<file path="src/sv/dcfx_pkg.sv">
`default_nettype none
// ----------------------------------------------------------------------------
// dcfx_pkg
// Shared types and constants for the DER context field extractor: tag codes,
// status codes, register indexes and the structs that travel between modules.
// ----------------------------------------------------------------------------
package dcfx_pkg;

	// Longest long-form length that is accepted, in octets.
	localparam int unsigned MAX_LENGTH_OCTETS = 4;
	localparam int unsigned LEN_CNT_W         = $clog2(MAX_LENGTH_OCTETS + 1);

	// Tag codes.
	localparam logic [7:0] TAG_CTX_CONSTRUCTED = 8'hA0;
	localparam logic [7:0] TAG_CTX_PRIMITIVE   = 8'h80;
	localparam logic [7:0] TAG_INTEGER         = 8'h02;
	localparam logic [7:0] TAG_OCTET_STRING    = 8'h04;
	localparam logic [7:0] TAG_GENERAL_STRING  = 8'h1B;
	localparam logic [7:0] TAG_BMP_STRING      = 8'h1E;

	// Length octet fields.
	localparam logic [6:0] LEN_COUNT_MASK = 7'h7F;

	// Status codes reported on the last byte.
	localparam logic [2:0] ST_FOUND     = 3'd0;
	localparam logic [2:0] ST_NOT_FOUND = 3'd1;
	localparam logic [2:0] ST_MALFORMED = 3'd2;
	localparam logic [2:0] ST_TAG_MISS  = 3'd3;
	localparam logic [2:0] ST_BAD_INT   = 3'd4;

	// Register indexes on the configuration port (word address).
	localparam logic [1:0] REG_CONTEXT_NUMBER   = 2'd0;
	localparam logic [1:0] REG_INNER_TAG_WANTED = 2'd1;
	localparam logic [1:0] REG_DECODE_INTEGER   = 2'd2;

	localparam int unsigned PADDR_W = 4;

	typedef struct packed {
		logic [4:0] context_number;
		logic [7:0] inner_tag_wanted;
		logic       decode_integer;
	} cfg_t;

	typedef struct packed {
		logic [7:0]        data_byte;
		logic              data_valid;
		logic              done_res;
		logic [2:0]        status;
		logic [31:0]       value_length;
		logic signed [31:0] int_value;
	} res_t;

endpackage : dcfx_pkg
`default_nettype wire

</file>
<file path="src/sv/dcfx_parser.sv">
`default_nettype none
// ----------------------------------------------------------------------------
// dcfx_parser
// TLV walker state. Each step consumes one content byte, updates the parse
// state and produces the result of that byte combinationally.
// ----------------------------------------------------------------------------
module dcfx_parser import dcfx_pkg::*; (
	input  wire logic       clk,
	input  wire logic       arst_n,
	input  wire logic       step,
	input  wire logic [7:0] byte_val,
	input  wire logic       last,
	input  wire cfg_t       cfg,
	output res_t            res
);

	typedef enum logic [10:0] {
		PH_OTAG  = 11'b000_0000_0001,
		PH_OLEN  = 11'b000_0000_0010,
		PH_OLENX = 11'b000_0000_0100,
		PH_OSKIP = 11'b000_0000_1000,
		PH_ITAG  = 11'b000_0001_0000,
		PH_ILEN  = 11'b000_0010_0000,
		PH_ILENX = 11'b000_0100_0000,
		PH_VALUE = 11'b000_1000_0000,
		PH_WREST = 11'b001_0000_0000,
		PH_AFTER = 11'b010_0000_0000,
		PH_ERROR = 11'b100_0000_0000
	} phase_t;

	phase_t               phase_q, phase_d;
	logic [31:0]          len_acc_q, len_acc_d;
	logic [LEN_CNT_W-1:0] len_left_q, len_left_d;
	logic [31:0]          elem_q, elem_d;
	logic [31:0]          wrap_q, wrap_d;
	logic                 cons_q, cons_d;
	logic [31:0]          cnt_q, cnt_d;
	logic [31:0]          int_acc_q, int_acc_d;
	logic [2:0]           rstat_q, rstat_d;
	logic                 hit_q, hit_d;

	logic [31:0] len_more_val;
	logic [31:0] wrap_dec;
	logic [31:0] elem_dec;
	logic [31:0] inner_rest;
	logic [6:0]  n_oct;
	logic        bad_form;
	logic        fin_outer;
	logic        fin_inner;
	logic [31:0] fin_len;
	logic        tag_supported;
	logic        int_len_bad;
	logic [2:0]  st;

	function automatic phase_t after_value(input logic [31:0] wrap);
		return (wrap != 32'd0) ? PH_WREST : PH_AFTER;
	endfunction

	assign len_more_val  = {len_acc_q[23:0], byte_val};
	assign wrap_dec      = wrap_q - 32'd1;
	assign elem_dec      = elem_q - 32'd1;
	assign n_oct         = byte_val[6:0] & LEN_COUNT_MASK;
	assign bad_form      = (n_oct == 7'd0) || (n_oct > 7'(MAX_LENGTH_OCTETS));
	// wrap_q - 1 - len, the room left once the inner length byte is taken.
	assign inner_rest    = wrap_q + ~fin_len;
	assign tag_supported = (cfg.inner_tag_wanted == TAG_OCTET_STRING)
	                    || (cfg.inner_tag_wanted == TAG_GENERAL_STRING)
	                    || (cfg.inner_tag_wanted == TAG_BMP_STRING)
	                    || (cfg.inner_tag_wanted == TAG_INTEGER);

	always_comb begin
		phase_d    = phase_q;
		len_acc_d  = len_acc_q;
		len_left_d = len_left_q;
		elem_d     = elem_q;
		wrap_d     = wrap_q;
		cons_d     = cons_q;
		cnt_d      = cnt_q;
		int_acc_d  = int_acc_q;
		rstat_d    = rstat_q;
		hit_d      = hit_q;
		fin_outer  = 1'b0;
		fin_inner  = 1'b0;
		fin_len    = '0;
		res        = '0;

		unique case (phase_q)
			PH_OTAG: begin
				hit_d = 1'b0;
				if (byte_val == (TAG_CTX_CONSTRUCTED | {3'b000, cfg.context_number})) begin
					hit_d  = 1'b1;
					cons_d = 1'b1;
				end else if (byte_val == (TAG_CTX_PRIMITIVE | {3'b000, cfg.context_number})) begin
					hit_d  = 1'b1;
					cons_d = 1'b0;
				end
				phase_d = PH_OLEN;
			end
			PH_OLEN: begin
				if (!byte_val[7]) begin
					len_acc_d = {24'd0, byte_val};
					fin_outer = 1'b1;
					fin_len   = {24'd0, byte_val};
				end else if (bad_form) begin
					phase_d = PH_ERROR;
				end else begin
					len_acc_d  = '0;
					len_left_d = n_oct[LEN_CNT_W-1:0];
					phase_d    = PH_OLENX;
				end
			end
			PH_OLENX: begin
				if (len_acc_q[31:24] != 8'd0) begin
					phase_d = PH_ERROR;
				end else begin
					len_acc_d  = len_more_val;
					len_left_d = len_left_q - LEN_CNT_W'(1);
					if (len_left_q == LEN_CNT_W'(1)) begin
						fin_outer = 1'b1;
						fin_len   = len_more_val;
					end
				end
			end
			PH_OSKIP: begin
				elem_d = elem_dec;
				if (elem_dec == 32'd0) begin
					phase_d = PH_OTAG;
				end
			end
			PH_ITAG: begin
				rstat_d = (byte_val == cfg.inner_tag_wanted) ? ST_FOUND : ST_TAG_MISS;
				wrap_d  = wrap_dec;
				phase_d = (wrap_dec == 32'd0) ? PH_ERROR : PH_ILEN;
			end
			PH_ILEN: begin
				wrap_d = wrap_dec;
				if (!byte_val[7]) begin
					len_acc_d = {24'd0, byte_val};
					fin_inner = 1'b1;
					fin_len   = {24'd0, byte_val};
				end else if (bad_form || ({25'd0, n_oct} > wrap_dec)) begin
					phase_d = PH_ERROR;
				end else begin
					len_acc_d  = '0;
					len_left_d = n_oct[LEN_CNT_W-1:0];
					phase_d    = PH_ILENX;
				end
			end
			PH_ILENX: begin
				wrap_d = wrap_dec;
				if (len_acc_q[31:24] != 8'd0) begin
					phase_d = PH_ERROR;
				end else begin
					len_acc_d  = len_more_val;
					len_left_d = len_left_q - LEN_CNT_W'(1);
					if (len_left_q == LEN_CNT_W'(1)) begin
						fin_inner = 1'b1;
						fin_len   = len_more_val;
					end
				end
			end
			PH_VALUE: begin
				if (rstat_q == ST_FOUND) begin
					res.data_byte  = byte_val;
					res.data_valid = 1'b1;
					cnt_d          = cnt_q + 32'd1;
					int_acc_d      = {int_acc_q[23:0], byte_val};
				end
				elem_d = elem_dec;
				if (elem_dec == 32'd0) begin
					phase_d = after_value(wrap_q);
				end
			end
			PH_WREST: begin
				wrap_d = wrap_dec;
				if (wrap_dec == 32'd0) begin
					phase_d = PH_AFTER;
				end
			end
			PH_AFTER, PH_ERROR: begin
			end
			default: begin
			end
		endcase

		if (fin_outer) begin
			if (!hit_q) begin
				elem_d  = fin_len;
				phase_d = (fin_len == 32'd0) ? PH_OTAG : PH_OSKIP;
			end else if (cons_q) begin
				wrap_d  = fin_len;
				phase_d = (fin_len == 32'd0) ? PH_ERROR : PH_ITAG;
			end else if (tag_supported) begin
				rstat_d = ST_FOUND;
				wrap_d  = '0;
				elem_d  = fin_len;
				phase_d = (fin_len == 32'd0) ? PH_AFTER : PH_VALUE;
			end else begin
				rstat_d = ST_TAG_MISS;
				wrap_d  = fin_len;
				phase_d = after_value(fin_len);
			end
		end

		// The inner length has to fit into what is left of the wrapper.
		if (fin_inner) begin
			if (fin_len >= wrap_q) begin
				phase_d = PH_ERROR;
			end else begin
				wrap_d  = inner_rest;
				elem_d  = fin_len;
				phase_d = (fin_len == 32'd0) ? after_value(inner_rest) : PH_VALUE;
			end
		end

		int_len_bad = (cnt_d == 32'd0) || (cnt_d[31:3] != 29'd0)
		           || (cnt_d[2] && (cnt_d[1:0] != 2'd0));
		if (phase_d == PH_OTAG) begin
			st = ST_NOT_FOUND;
		end else if (phase_d == PH_AFTER) begin
			st = (rstat_d == ST_FOUND && cfg.decode_integer && int_len_bad) ? ST_BAD_INT
			                                                                : rstat_d;
		end else begin
			st = ST_MALFORMED;
		end

		if (last) begin
			res.done_res = 1'b1;
			res.status   = st;
			if (st == ST_FOUND || st == ST_BAD_INT) begin
				res.value_length = cnt_d;
			end
			if (st == ST_FOUND && cfg.decode_integer) begin
				unique case (cnt_d[2:0])
					3'd1:    res.int_value = {{24{int_acc_d[7]}}, int_acc_d[7:0]};
					3'd2:    res.int_value = {{16{int_acc_d[15]}}, int_acc_d[15:0]};
					3'd3:    res.int_value = {{8{int_acc_d[23]}}, int_acc_d[23:0]};
					default: res.int_value = int_acc_d;
				endcase
			end
			// A new sequence starts with the next byte.
			phase_d    = PH_OTAG;
			len_acc_d  = '0;
			len_left_d = '0;
			elem_d     = '0;
			wrap_d     = '0;
			cons_d     = 1'b0;
			cnt_d      = '0;
			int_acc_d  = '0;
			rstat_d    = ST_NOT_FOUND;
			hit_d      = 1'b0;
		end
	end

	always_ff @(posedge clk or negedge arst_n) begin
		if (!arst_n) begin
			phase_q    <= PH_OTAG;
			len_acc_q  <= '0;
			len_left_q <= '0;
			elem_q     <= '0;
			wrap_q     <= '0;
			cons_q     <= 1'b0;
			cnt_q      <= '0;
			int_acc_q  <= '0;
			rstat_q    <= ST_NOT_FOUND;
			hit_q      <= 1'b0;
		end else if (step) begin
			phase_q    <= phase_d;
			len_acc_q  <= len_acc_d;
			len_left_q <= len_left_d;
			elem_q     <= elem_d;
			wrap_q     <= wrap_d;
			cons_q     <= cons_d;
			cnt_q      <= cnt_d;
			int_acc_q  <= int_acc_d;
			rstat_q    <= rstat_d;
			hit_q      <= hit_d;
		end
	end

endmodule : dcfx_parser
`default_nettype wire

</file>
<file path="src/sv/der_context_field_extractor.sv">
`default_nettype none
// ----------------------------------------------------------------------------
// der_context_field_extractor
// Walks the content of a DER SEQUENCE one byte per request, passes out the
// bytes of the first [n] element's value and reports status on the last byte.
// ----------------------------------------------------------------------------
//  channel   handshake            payload
//  in        in_valid/in_ready    byte_in, last_byte
//  res       res_valid/res_ready  data_byte, data_valid, done_res, status,
//                                 value_length, int_value
//  cfg       APB psel/penable     paddr, pwdata, prdata (pready tied high)
//
// One request is taken per cycle unless res_ready stalls; each result passes from the
// input register through the parse step into the result register.
// A stall on res_ready backs up through the input register to in_ready.
// Reset is asynchronous and returns the parse state, configuration and valid flags at once.
// ----------------------------------------------------------------------------
module der_context_field_extractor import dcfx_pkg::*; (
	input  wire logic               clk,
	input  wire logic               arst_n,
	input  wire logic               psel,
	input  wire logic               penable,
	input  wire logic               pwrite,
	input  wire logic [PADDR_W-1:0] paddr,
	input  wire logic [31:0]        pwdata,
	output logic [31:0]             prdata,
	output logic                    pready,
	input  wire logic               in_valid,
	output logic                    in_ready,
	input  wire logic [7:0]         byte_in,
	input  wire logic               last_byte,
	output logic                    res_valid,
	input  wire logic               res_ready,
	output logic [7:0]              data_byte,
	output logic                    data_valid,
	output logic                    done_res,
	output logic [2:0]              status,
	output logic [31:0]             value_length,
	output logic signed [31:0]      int_value
);

	cfg_t       cfg_q;
	logic       valid_s1;
	logic [7:0] byte_s1;
	logic       last_s1;
	logic       valid_s2;
	res_t       res_s2;
	res_t       res_d;
	logic       advance;
	logic       cfg_wr;
	logic [1:0] reg_idx;

	assign pready  = 1'b1;
	assign reg_idx = paddr[PADDR_W-1:2];
	assign cfg_wr  = psel && penable && pwrite;

	always_ff @(posedge clk or negedge arst_n) begin
		if (!arst_n) begin
			cfg_q.context_number   <= 5'd0;
			cfg_q.inner_tag_wanted <= TAG_INTEGER;
			cfg_q.decode_integer   <= 1'b0;
		end else if (cfg_wr) begin
			unique case (reg_idx)
				REG_CONTEXT_NUMBER:   cfg_q.context_number   <= pwdata[4:0];
				REG_INNER_TAG_WANTED: cfg_q.inner_tag_wanted <= pwdata[7:0];
				REG_DECODE_INTEGER:   cfg_q.decode_integer   <= pwdata[0];
				default: begin
				end
			endcase
		end
	end

	always_comb begin
		unique case (reg_idx)
			REG_CONTEXT_NUMBER:   prdata = {27'd0, cfg_q.context_number};
			REG_INNER_TAG_WANTED: prdata = {24'd0, cfg_q.inner_tag_wanted};
			REG_DECODE_INTEGER:   prdata = {31'd0, cfg_q.decode_integer};
			default:              prdata = '0;
		endcase
	end

	assign advance  = valid_s1 && (!valid_s2 || res_ready);
	assign in_ready = !valid_s1 || advance;

	always_ff @(posedge clk or negedge arst_n) begin
		if (!arst_n) begin
			valid_s1 <= 1'b0;
		end else if (in_valid && in_ready) begin
			valid_s1 <= 1'b1;
		end else if (advance) begin
			valid_s1 <= 1'b0;
		end
	end

	always_ff @(posedge clk) begin
		if (in_valid && in_ready) begin
			byte_s1 <= byte_in;
			last_s1 <= last_byte;
		end
	end

	dcfx_parser u_parser (
		.clk      (clk),
		.arst_n   (arst_n),
		.step     (advance),
		.byte_val (byte_s1),
		.last     (last_s1),
		.cfg      (cfg_q),
		.res      (res_d)
	);

	always_ff @(posedge clk or negedge arst_n) begin
		if (!arst_n) begin
			valid_s2 <= 1'b0;
		end else if (advance) begin
			valid_s2 <= 1'b1;
		end else if (res_ready) begin
			valid_s2 <= 1'b0;
		end
	end

	always_ff @(posedge clk) begin
		if (advance) begin
			res_s2 <= res_d;
		end
	end

	assign res_valid    = valid_s2;
	assign data_byte    = res_s2.data_byte;
	assign data_valid   = res_s2.data_valid;
	assign done_res     = res_s2.done_res;
	assign status       = res_s2.status;
	assign value_length = res_s2.value_length;
	assign int_value    = res_s2.int_value;

endmodule : der_context_field_extractor
`default_nettype wire

</file>
<file path="config.mk">
export PLATFORM = sky130hd
export DESIGN_NAME = der_context_field_extractor
export DESIGN_NICKNAME = d
export VERILOG_FILES = /design/src/sv/dcfx_pkg.sv /design/src/sv/dcfx_parser.sv /design/src/sv/der_context_field_extractor.sv
export SDC_FILE = /design/constraint.sdc
export NUM_CORES = 1
export LEC_CHECK = 0
export BUFFER_PORTS_ARGS = -buffer_cell sky130_fd_sc_hd__buf_2
export CORE_MARGIN = 4
export CORE_UTILIZATION = 55
export DETAILED_ROUTE_END_ITERATION = 8
export PLACE_DENSITY_LB_ADDON = 0.15
export SYNTH_ARGS = -nofsm -noshare
export SYNTH_HDL_FRONTEND = slang
export SYNTH_SLANG_ARGS = --single-unit
</file>
<file path="constraint.sdc">
create_clock -name clk -period 6.9 [get_ports clk]
set_clock_uncertainty 0.05 [all_clocks]
set_input_delay 1.035 -clock clk [delete_from_list [all_inputs] [get_ports clk]]
set_output_delay 1.035 -clock clk [all_outputs]
set_load 0.02 [all_outputs]
</file>
==> results.sh <==
export IMPL_routed_top_layer="met5"
export IMPL_dieArea_um2=41300
export IMPL_synth_edf_count=86
export IMPL_synth_area_per_cell_um2=8.35
export IMPL_netlist_area_um2=21000
export IMPL_drt_vias_per_instance=6.56
export IMPL_mostFrequentLayoutCell="nand2_1"
export IMPL_hold_viol=0
export IMPL_power_leakage_nw=9.52
export IMPL_start_kind="register"
export IMPL_cpMostUsedCell="buf_4"
export IMPL_dp_final_hpwl_mm=50.7
export IMPL_clkTransAtPathRegs_ps=60
export IMPL_coreArea_um2=37700
export IMPL_route_met3_wl_mm=5.83
export IMPL_max_slew_margin_pct=19.4
export IMPL_outcome="complete, no violations"
export IMPL_grtUsageTotal_pct=32.9
export IMPL_layout_common_cells="nand2_1 (280), nor2_1 (206), o21ai_0 (192), dfrtp_1 (192), a21oi_1 (135)"
export IMPL_cts_buffers=34
export IMPL_clock_sinks=281
export IMPL_drc=0
export IMPL_p_seq_share_pct=41.3
export IMPL_wl_met1_mm=29.1
export IMPL_path_buf_inv=4
export IMPL_grt_pass1_wl_mm=108
export IMPL_syn_to_final_growth_pct=9.62
export IMPL_ioPinCount=164
export IMPL_p_sw_share_pct=30.7
export IMPL_die_w_um=203
export IMPL_initialDrtViolationCount=1961
export IMPL_drt_wl_total_mm=70.7
export IMPL_initial_utilization_pct=55.7
export IMPL_max_freq_ghz=0.155
export IMPL_synth_warnings=0
export IMPL_maxSlewViolCount=0
export IMPL_worst_pin_slew_ps=1210
export IMPL_grt_max_degree=96
export IMPL_setup_viol=0
export IMPL_finalSetupTns_ps=0
export IMPL_grt_pass1_vias=18700
export IMPL_routabilityCongestion=0.972
export IMPL_cp_top_family="simple AND/OR/NAND/NOR gates"
export IMPL_drive_above_1_share_pct=12.4
export IMPL_nFillCells=3408
export IMPL_antenna_cells=0
export IMPL_ys_types=97
export IMPL_num_vias=20200
export IMPL_cts_root_buffer="clkbuf_16"
export IMPL_grt_setup_unrepaired="no"
export IMPL_ys_seq_area_share_pct=35.6
export IMPL_drtAntennaViolNets=0
export IMPL_hold_depth=2
export IMPL_power_mw=4.60
export IMPL_fin_crit_ps=6440
export IMPL_critical_path_slowest_cell="nor4_1"
export IMPL_die_h_um=203
export IMPL_p_int_mw=3.19
export IMPL_cts_htree_levels=2
export IMPL_path_cells="nor4_1 -> nand4b_1 -> o22ai_1 -> buf_4 -> nand2_1 -> ha_1 -> fa_1 -> xor2_1 -> a2111oi_0 -> buf_4 -> o221ai_1 -> a2111oi_0 -> nand4_1 -> nor4_1 -> nand4_1 -> nor4_2 -> buf_4 -> nor2_4 -> buf_4 -> nor3_2"
export IMPL_ys_ff_latch=281
export IMPL_p_comb_share_pct=17.9
export IMPL_grt_antenna_before_repair=1
export IMPL_irDropWorstVdd_v=0.000247
export IMPL_path_depth=20
export IMPL_worstPathMaxFanout=16
export IMPL_p_switching_mw=1.41
export IMPL_grt_overflow=0
export IMPL_hold_class="reg -> reg"
export IMPL_cp_required_ps=7230
export IMPL_drt_pass1_iter_count=6
export IMPL_critical_path_max_stage_delay_ps=510
export IMPL_min_period_over_period_pct=93.4
export IMPL_place_area_um2=21900
export IMPL_fp_row_count=71
export IMPL_cts_setup_buffers=0
export IMPL_critPathArrivalTime_ps=6770
export IMPL_wl_per_cell_um=22.9
export IMPL_final_nets=2676
export IMPL_wl_met2_mm=32.4
export IMPL_cp_end_kind="register"
export IMPL_clock_path_buffers=3
export IMPL_r2r_cells=20
export IMPL_final_area_um2=23000
export IMPL_postSynthCellCount=2514
export IMPL_clkLatencyLatePin_ps=560
export IMPL_power_density_nw_per_um2=200
export IMPL_synthArstFlopShare_pct=69.4
export IMPL_cts_tree="yes"
export IMPL_cts_hold_buf=0
export IMPL_clock_power_share_pct=40.8
export IMPL_synth_ff_type="dfrtp_1"
export IMPL_drv_cap=0
export IMPL_cts_resized=0
export IMPL_worstSetupPathType="reg -> reg"
export IMPL_port_buffers=112
## stage by stage
| step | util, % | setup slack, ps | hold WS [ps] | instances |
|---|---|---|---|---|
| 6_report | 61.1 | 458 | 418 | 3083 |
| 5_1_grt | 61.1 | 94.7 | 442 | 3083 |
| 4_1_cts | 61.1 | 574 | 423 | 3083 |
| 3_5_place_dp | 58.0 | 618 | 408 | 3021 |
| 3_3_place_gp | 58.0 | 734 | 403 | 3021 |
| 2_1_floorplan | - | 1720 | 389 | 2537 |
## final cells by class
cell class                      instances  area [um2]  area share [%]
Multi-Input combinational cell       1970       12400            53.9
Clock inverter                         12         175           0.761
Inverter                              100         378            1.64
Clock buffer                           50         972            4.23
Timing Repair Buffer                  159         972            4.23
Sequential cell                       281        7470            32.5
Tap cell                              511         639            2.78
## registers in the layout, indices dropped and copies added (netlist names)
signal and cells:
u_parser.wrap_q 32, u_parser.len_acc_q 32, valid_s1 1, u_parser.hit_q 1, data_valid 1, u_parser.len_left_q 3
status 3, res_valid 1, last_s1 1, u_parser.cons_q 1, value_length 32, u_parser.rstat_q 3
u_parser.int_acc_q 32, u_parser.cnt_q 32, u_parser.elem_q 32, data_byte 8, cfg_q 14, int_value 32
u_parser.phase_q 11, byte_s1 8, done_res 1
## cell usage after synthesis (10+ instances only)
library cell | number | share of area [%]
nor4b_1 | 12 | 0.50
or4_1 | 16 | 0.57
o22ai_1 | 28 | 0.83
and2_1 | 61 | 1.8
nor3_2 | 34 | 1.6
clkbuf_1 | 123 | 2.2
or3_1 | 19 | 0.57
nor3_1 | 86 | 2.1
nand3_1 | 95 | 2.3
o21a_1 | 17 | 0.61
inv_1 | 98 | 1.8
nand4_1 | 56 | 1.7
o31a_1 | 15 | 0.63
nand2_1 | 281 | 5.0
nor4_2 | 10 | 0.60
dfrtp_1 | 192 | 23
nor2b_1 | 15 | 0.45
a22oi_1 | 16 | 0.57
xor2_1 | 36 | 1.5
a21oi_1 | 135 | 3.2
o31ai_1 | 40 | 1.4
and4_1 | 14 | 0.58
nor4_1 | 53 | 1.6
edfxtp_1 | 86 | 12
buf_2 | 15 | 0.36
a22o_1 | 51 | 2.1
a21o_1 | 17 | 0.61
a31oi_1 | 36 | 1.1
o21ai_0 | 192 | 4.6
nand2b_1 | 19 | 0.57
a211oi_1 | 12 | 0.43
mux2i_1 | 21 | 1.0
nor2_1 | 208 | 3.7
mux2_2 | 20 | 1.1
buf_4 | 26 | 0.93
o211ai_1 | 13 | 0.47
buf_1 | 16 | 0.29
xnor2_1 | 73 | 3.0
ha_1 | 77 | 4.6
and3_1 | 21 | 0.63
## worst min-delay path, stage by stage, from the launching register on
cell,delay (ps)
dfrtp_1,340
nand2_1,50
nand2_1,50
## power groups by stage
stage          Combinational, mW  Clock (mW)  Sequential [mW]
2_1_floorplan              0.531           0             1.92
3_3_place_gp               0.794           0             1.92
3_5_place_dp               0.800           0             1.93
4_1_cts                    0.804        1.90             1.89
5_1_grt                    0.878        1.98             1.91
6_report                   0.822        1.88             1.90
## path summary, 6_finish.rpt
check / start / endpoint / slack [ps]
setup / recovery: u_parser.len_acc_q[25] / int_value[20] / 460
hold / removal: u_parser.len_acc_q[29] / u_parser.len_acc_q[29] / 420
setup reg to reg: u_parser.len_acc_q[25] / int_value[20] / 460
hold reg to reg: u_parser.len_acc_q[29] / u_parser.len_acc_q[29] / 420
max in group asynchronous: arst_n / u_parser.int_acc_q[15] / 4960
min in group asynchronous: arst_n / u_parser.wrap_q[19] / 470
## cells by family (layout without fill, tap and decap cells)
logic type	after synthesis	after routing	share of synthesized area (%)
muxes	41	41	2.07
adders and majority gates	78	78	4.69
and+or+nand+nor	1048	1048	26.4
AOI/OAI and AO/OA	669	669	20.7
other	2	25	0.0358
DFF	281	281	35.6
buffers and inverters	286	321	5.88
xor gates and xnor gates	109	109	4.55
## routing by layer
| layer | vias up | track usage [%] |
|---|---|---|
| li1 | 9253 | - |
| met5 | - | 0 |
| met1 | 9800 | 44.7 |
| met4 | 2 | 14.6 |
| met3 | 188 | 5.79 |
| met2 | 988 | 52.0 |
No activity file was read; power rests on OpenSTA's default activity.
